==> src/design/satm_pkg.sv <==
package satm_pkg;

	localparam int NUM_SETS = 256;
	localparam int NUM_WAYS = 8;
	localparam int SET_W = $clog2(NUM_SETS);
	localparam int WAY_W = (NUM_WAYS > 1) ? $clog2(NUM_WAYS) : 1;
	localparam int CNT_W = $clog2(NUM_WAYS + 1);
	localparam int TAG_W = 30;
	localparam int IDX_W = 3;
	localparam int CFG_W = 9;
	localparam int QDEPTH = 2;
	localparam logic [15:0] MEM_COST = 16'd100;
	localparam logic [47:0] MAX48 = 48'hFFFF_FFFF_FFFF;
	localparam logic [31:0] MAX32 = 32'hFFFF_FFFF;

	typedef enum logic [IDX_W-1:0] {
		REG_ALLOC = 3'd0,
		REG_WB    = 3'd1,
		REG_FIFO  = 3'd2,
		REG_WAYS  = 3'd3,
		REG_WORDS = 3'd4
	} reg_idx_t;

	typedef enum logic [1:0] {
		ST_IDLE,
		ST_EVAL,
		ST_ACCT
	} state_t;

	typedef struct packed {
		logic             mode;
		logic [SET_W-1:0] set;
		logic [TAG_W-1:0] tag;
	} item_t;

	typedef struct packed {
		logic             valid;
		logic             dirty;
		logic [WAY_W-1:0] age;
		logic [TAG_W-1:0] tag;
	} way_t;

	typedef way_t [NUM_WAYS-1:0] row_t;

endpackage

==> src/design/satm_front.sv <==
module satm_front (
	input  logic                   clk,
	input  logic                   arst_n,
	input  logic                   start,
	output logic                   busy,
	input  logic                   mode,
	input  logic [7:0]             set_index,
	input  logic [29:0]            tag,
	input  logic                   pop,
	output logic                   avail,
	output satm_pkg::item_t        head
);

	satm_pkg::item_t entry_q [satm_pkg::QDEPTH];
	logic            wr_ptr_q;
	logic            rd_ptr_q;
	logic [1:0]      count_q;
	logic            push;
	logic            do_pop;

	assign busy   = (count_q == 2'(satm_pkg::QDEPTH));
	assign avail  = (count_q != 2'd0);
	assign push   = start && !busy;
	assign do_pop = pop && avail;
	assign head   = entry_q[rd_ptr_q];

	always_ff @(posedge clk) begin
		if (push) begin
			entry_q[wr_ptr_q].mode <= mode;
			entry_q[wr_ptr_q].set  <= set_index[satm_pkg::SET_W-1:0];
			entry_q[wr_ptr_q].tag  <= tag;
		end
	end

	always_ff @(posedge clk or negedge arst_n) begin
		if (!arst_n) begin
			wr_ptr_q <= 1'b0;
			rd_ptr_q <= 1'b0;
			count_q  <= 2'd0;
		end else begin
			if (push)
				wr_ptr_q <= !wr_ptr_q;
			if (do_pop)
				rd_ptr_q <= !rd_ptr_q;
			case ({push, do_pop})
				2'b10:   count_q <= count_q + 2'd1;
				2'b01:   count_q <= count_q - 2'd1;
				default: count_q <= count_q;
			endcase
		end
	end

`ifndef SYNTHESIS
	a_count_range: assert property (@(posedge clk) disable iff (!arst_n)
		count_q <= 2'(satm_pkg::QDEPTH)) else $error("queue overflow");
	a_pop_avail: assert property (@(posedge clk) disable iff (!arst_n)
		(pop && !push && count_q == 2'd1) |=> !avail) else $error("queue drain");
	a_push_full: assert property (@(posedge clk) disable iff (!arst_n)
		(count_q == 2'd1 && push && !do_pop) |=> busy) else $error("queue fill");
`endif

endmodule

==> config.mk <==
export PLATFORM = sky130hd
export DESIGN_NAME = satm_front
export DESIGN_NICKNAME = d
export VERILOG_FILES = /design/src/design/satm_pkg.sv /design/src/design/satm_front.sv
export SDC_FILE = /design/constraint.sdc
export NUM_CORES = 1
export LEC_CHECK = 0
export BUFFER_PORTS_ARGS = -buffer_cell sky130_fd_sc_hd__buf_2
export CAP_MARGIN = 20
export CORE_MARGIN = 3
export CORE_UTILIZATION = 51
export DETAILED_ROUTE_END_ITERATION = 16
export HOLD_SLACK_MARGIN = 0.12
export PLACE_DENSITY = 0.78
export SYNTH_ARGS = -nofsm -noshare
export SYNTH_HDL_FRONTEND = slang
export SYNTH_SLANG_ARGS = --single-unit
==> constraint.sdc <==
create_clock -name clk -period 3.6 [get_ports clk]
set_clock_uncertainty 0.05 [all_clocks]
set_input_delay 0.18 -clock clk [delete_from_list [all_inputs] [get_ports clk]]
set_output_delay 0.18 -clock clk [all_outputs]
set_load 0.05 [all_outputs]
# Yosys cells after proc, flatten, opt, wreduce, memory -nomap -nowiden
# Memories as Yosys holds them, arrays and structs flattened.
# Index checks and enable logic that the tools add are counted.
# word_totals
reg_bits	4
word_cells	19
n_memories	1
ramBits	78
# op_classes
eq_ne	3
add_sub_neg	2
reduce_logical	7
mux	3
# memory_table
memory	words	word_bits	rd	rd_clocked_by_memory_dff	write_ports	line_no	text
entry_q	2	39	1	0	1	satm_front.sv:14	satm_pkg::item_t entry_q [satm_pkg::QDEPTH];
# ops
operator	n
equality test 2 bit (second input constant)	2
case mux 2 bit (2 select lines)	1
nonzero test 2 bit	2
zero test 1 bit	3
adder 2 x 1 -> 2 bit (second input constant)	1
equality test 2 x 1 -> 1 bit (second input constant)	1
logical AND 1 bit	2
two-way mux 1 bit	2
subtractor 2 x 1 -> 2 bit (second input constant)	1

# Depth between registers and ports, before layout
# depth
depth_word	5
depth_mapped	6
mapped_depth_nobuf	6

# Worst setup path after synthesis
# No wires, ideal clock.
# synth_timing
path_kind	reg2reg
from	register count_q[0]
to	memory entry_q[0][0] in the netlist's numbering, enable pin
arrival_ns	2.274
path_slack_ns	0.841
synth_period_minus_slack_ns	2.759
path_stages_with_launch	4
cell_sequence	dfrtp_1 nand2b_1 nand2_1 nor2_1
# synth_via
elab_chain_len	5
# synth_lines
element	line_no	text
start: declaration	satm_front.sv:17	logic [1:0] count_q;
start signal: assignment	satm_front.sv:46	2'b10: count_q <= count_q + 2'd1;
start signal: assignment	satm_front.sv:47	2'b01: count_q <= count_q - 2'd1;
start signal: assignment	satm_front.sv:48	default: count_q <= count_q;
equality test 2 bit	satm_front.sv:21	assign busy = (count_q == 2'(satm_pkg::QDEPTH));
zero test 1 bit	satm_front.sv:23	assign push = start && !busy;
logical AND 1 bit	satm_front.sv:23	
two-way mux 1 bit	satm_front.sv:28	if (push) begin
two-way mux 1 bit (not written as such)	satm_front.sv:31	entry_q[wr_ptr_q].tag <= tag;
end: declaration	satm_front.sv:14	
# Every way passes these cells.

==> results.txt <==
----------------------------------------------------
[Status]
  Run status ... finished clean

[Drt]
  Routed WL ... 5370 um
  Vias post-DR ... 1697
  DRT Pass-1 Iters ... 4
  Total DRC errors in the routed layout ... 0
  Average wire per standard cell ... around 15 um
  DRC violation total after the first TritonRoute iteration ... 132
  Number of nets with antenna violations after detailed routing ... 0
  Vias per cell ... 4.86

[Min path]
  Startpoint of the tightest hold check path ... start
  Worst min-delay path class ... in2reg
  Hold Path Sink ... wr_ptr_q
  Number of instances on the worst hold path ... 3

[Synth]
  Area of the mapped netlist ... approximately 3000 sq um
  Post-synthesis net count ... around 180
  Syn_area_per_cell ... 21.7 sq um
  Total of warnings raised by yosys ... 0
  Top_reg_cell synth ... edfxtp_1
  Share of synthesized flip-flops with an asynchronous set or reset ... 4.88%
  Share of the synthesized area in the top cell type ... 77.8%
  #FFs+latches synth ... 82
  Yosys top cell by area ... edfxtp_1
  Gate count after technology mapping ... 139
  Sequential element share of the synthesized area ... roughly 80%
  Synth cell count leaders ... 78 x edfxtp_1, 39 x mux2_2, 4 x buf_4, 4 x dfrtp_1, 3 x xnor2_1
  Number of synthesized flops with an enable pin ... 78
  Most frequent cell after synthesis ... edfxtp_1
  Synth cell types ... 14
  Top post-synthesis cells by area ... edfxtp_1 78%, mux2_2 15%, dfrtp_1 3.3%, buf_4 1.0%, xnor2_1 0.87%

[STA]
  Period Utilization, post-route ... 60.8%
  Unrepaired setup endpoints after global routing ... false
  Actual transition at the worst max-transition pin ... 0.912 ns
  Number of slew-limit violations in the final report ... 0
  Final Setup Violations ... 0
  Hold violation count in the final report ... 0
  Remaining max-slew budget at the tightest pin ... 39.2%
  Maximum frequency from static timing analysis ... 0.457 GHz
  PnR worst setup slack ... between 1 and 1.5 ns
  Final-layout setup total negative slack ... 0 ns
  Final critical delay including setup and external delays ... 2.19 ns

[Finish]
  Fill cell count ... ~370
  Fin area ... a little over 4000 sq um
  Total inserted antenna cells ... 0
  Area taken by flip-flops and latches ... 2440 sq um
  Nets@finish ... 316
  Layout cell share with drive strength beyond 1 ... 51.3%
  Final Util ... 73.8%
  Footprint of the multi-input gates ... 543 sq um
  P&R area growth vs syn ... 37.5%

[Die]
  Core Area ... 5610 sq um
  Chip width ... between 80 and 90 um
  Floorplan die area ... ~6900 sq um
  Number of top-level pins ... 84
  Row Count ... 27
  Initial core utilization ... 53.7%
  Die Y-Extent ... 82.8 um

[Placement]
  RD Place Congestion ... 0.738
  DP Area ... 3500 sq um
  Setup slack after placement ... 1.55 ns
  IO Port Bufs ... 83
  HPWL reported at the end of detailed placement ... 3070 um

[Power]
  Peak ir drop on the vdd network ... about 0.64 mV
  Leakage dissipation ... 1.57 nW
  Areal power density over the cells ... just under 900 nW/um^2

[Worst setup path]
  Largest fanout on the critical path ... 40
  Arr. time, crit path ... 1.96 ns
  Critical Path Source Type ... flip-flop
  Reg2reg setup slack ... 1.78 ns
  Start of the worst register-to-register path ... count_q[0]
  Start point of the critical path ... rd_ptr_q
  Critical path's slowest cell ... dfrtp_2
  Path depth of the worst reg2reg path ... 4
  Category of the most critical setup path ... reg2out
  Delay of the slowest critical-path stage ... ~0.97 ns
  Critical path required time ... 3.37 ns
  Type of element capturing the critical path ... output pin
  Critical R2R Capture ... entry_q[0][9]
  Cells traversed along the worst timing path ... mux2_2 -> buf_2

[Clock network]
  Total clock buffers created by CTS ... 9
  CTS clk-pin slew, worst paths ... ~0.080 ns
  Sink Count ... 82
  Root buffer selected by CTS ... clkbuf_8
  Skew-Pair Late Insertion Delay ... around 0.34 ns
  CTS tree ... done
  Number of H-tree levels ... 3
  Maximum buffer depth of the clock tree ... 2
  Post-CTS Setup Repair Bufs ... 0

[Global routing]
  Antenna violations before repair ... 0
  Overall Global Routing Usage ... 16.6%
  Via count of the first global-routing pass ... 1798
  Pin count of the biggest net entering global routing ... 41
  Gr ovfl total ... 0
  Wire length of the first global-routing pass ... ~8700 um

[Run]
  Max_cap viols ... 0

----------------------------------------------------
==> critical path: cells and delay by family (launching register included) <==
family / cells / cell delay, ns
flops: 1 / 0.97
buf+inv: 1 / 0.22
mux: 1 / 0.42
==> cell type report <==
cell class / count / area share [%]
clock buffers: 10 / 3.08
multi-input cells: 52 / 13.1
repair buffers: 126 / 20.9
well taps: 72 / 2.18
flip-flops and latches: 82 / 59.0
clock inverters: 6 / 1.63
inverters: 1 / 0.0907
==> logic make-up (layout without fill, tap and decap cells) <==
family | count (synthesis) | count (layout) | share of synthesized area (%)
fa+ha+maj | 1 | 1 | 0.416
mux | 39 | 39 | 14.6
flops | 82 | 82 | 81.1
xor+xnor | 5 | 5 | 1.45
buf+inv | 5 | 143 | 1.12
simple gates | 7 | 7 | 1.29
==> cell usage in the layout (no fill, tap or decap), types with 2 or more instances in the layout <==
cell / Yosys / final
buf_2: 0 / 83
clkbuf_8: 0 / 9
clkinvlp_4: 0 / 5
dfrtp_1: 4 / 3
dlygate4sd3_1: 0 / 42
edfxtp_1: 78 / 78
mux2_2: 39 / 39
xnor2_1: 3 / 3
xor2_1: 2 / 2
==> through the flow <==
stage | total power [mW] | hold slack (ns) | instances
3_5_place_dp | 2.93 | -0.0601 | 290
4_1_cts | 3.60 | 0.175 | 348
5_1_grt | 3.76 | 0.200 | 349
2_1_floorplan | 2.63 | -0.166 | 139
6_report | 3.59 | 0.185 | 349
3_3_place_gp | 2.91 | -0.0594 | 290
==> registers in the layout (all words and copies together) (netlist names) <==
register  cells
count_q       2
wr_ptr_q      1
entry_q      78
rd_ptr_q      1
==> worst max-delay path by stage <==
stage,end,depth (start not counted),slack [ns]
floorplan,entry_q[0][0],3,0.84
global placement,entry_q[0][8],3,1.61
detailed placement,entry_q[0][7],3,1.55
CTS,head[2],2,1.37
global route,head[23],2,1.28
finish,head[23],2,1.41
==> layer usage <==
layer  global-route usage [%]  wire length, um
met2                     28.6             2880
met5                        0                0
met3                     3.37              209
met1                     19.2             2120
met4                     9.21              161
==> where the power goes <==
part | switching (mW) | leakage (nW) | internal [mW] | total [mW]
logic | 1.04 | 0.720 | 0.460 | 1.50
clock network | 0.316 | 0.0808 | 0.320 | 0.636
registers | 0.144 | 0.770 | 1.31 | 1.45
==> timing repair <==
item / 4_1_cts / 5_1_grt
setup endpoints to repair: 0 / 0
hold buffers: 42 / 0
resized for setup: 0 / 0
hold endpoints to repair: 83 / 0
(Power assumes the default switching activity.)
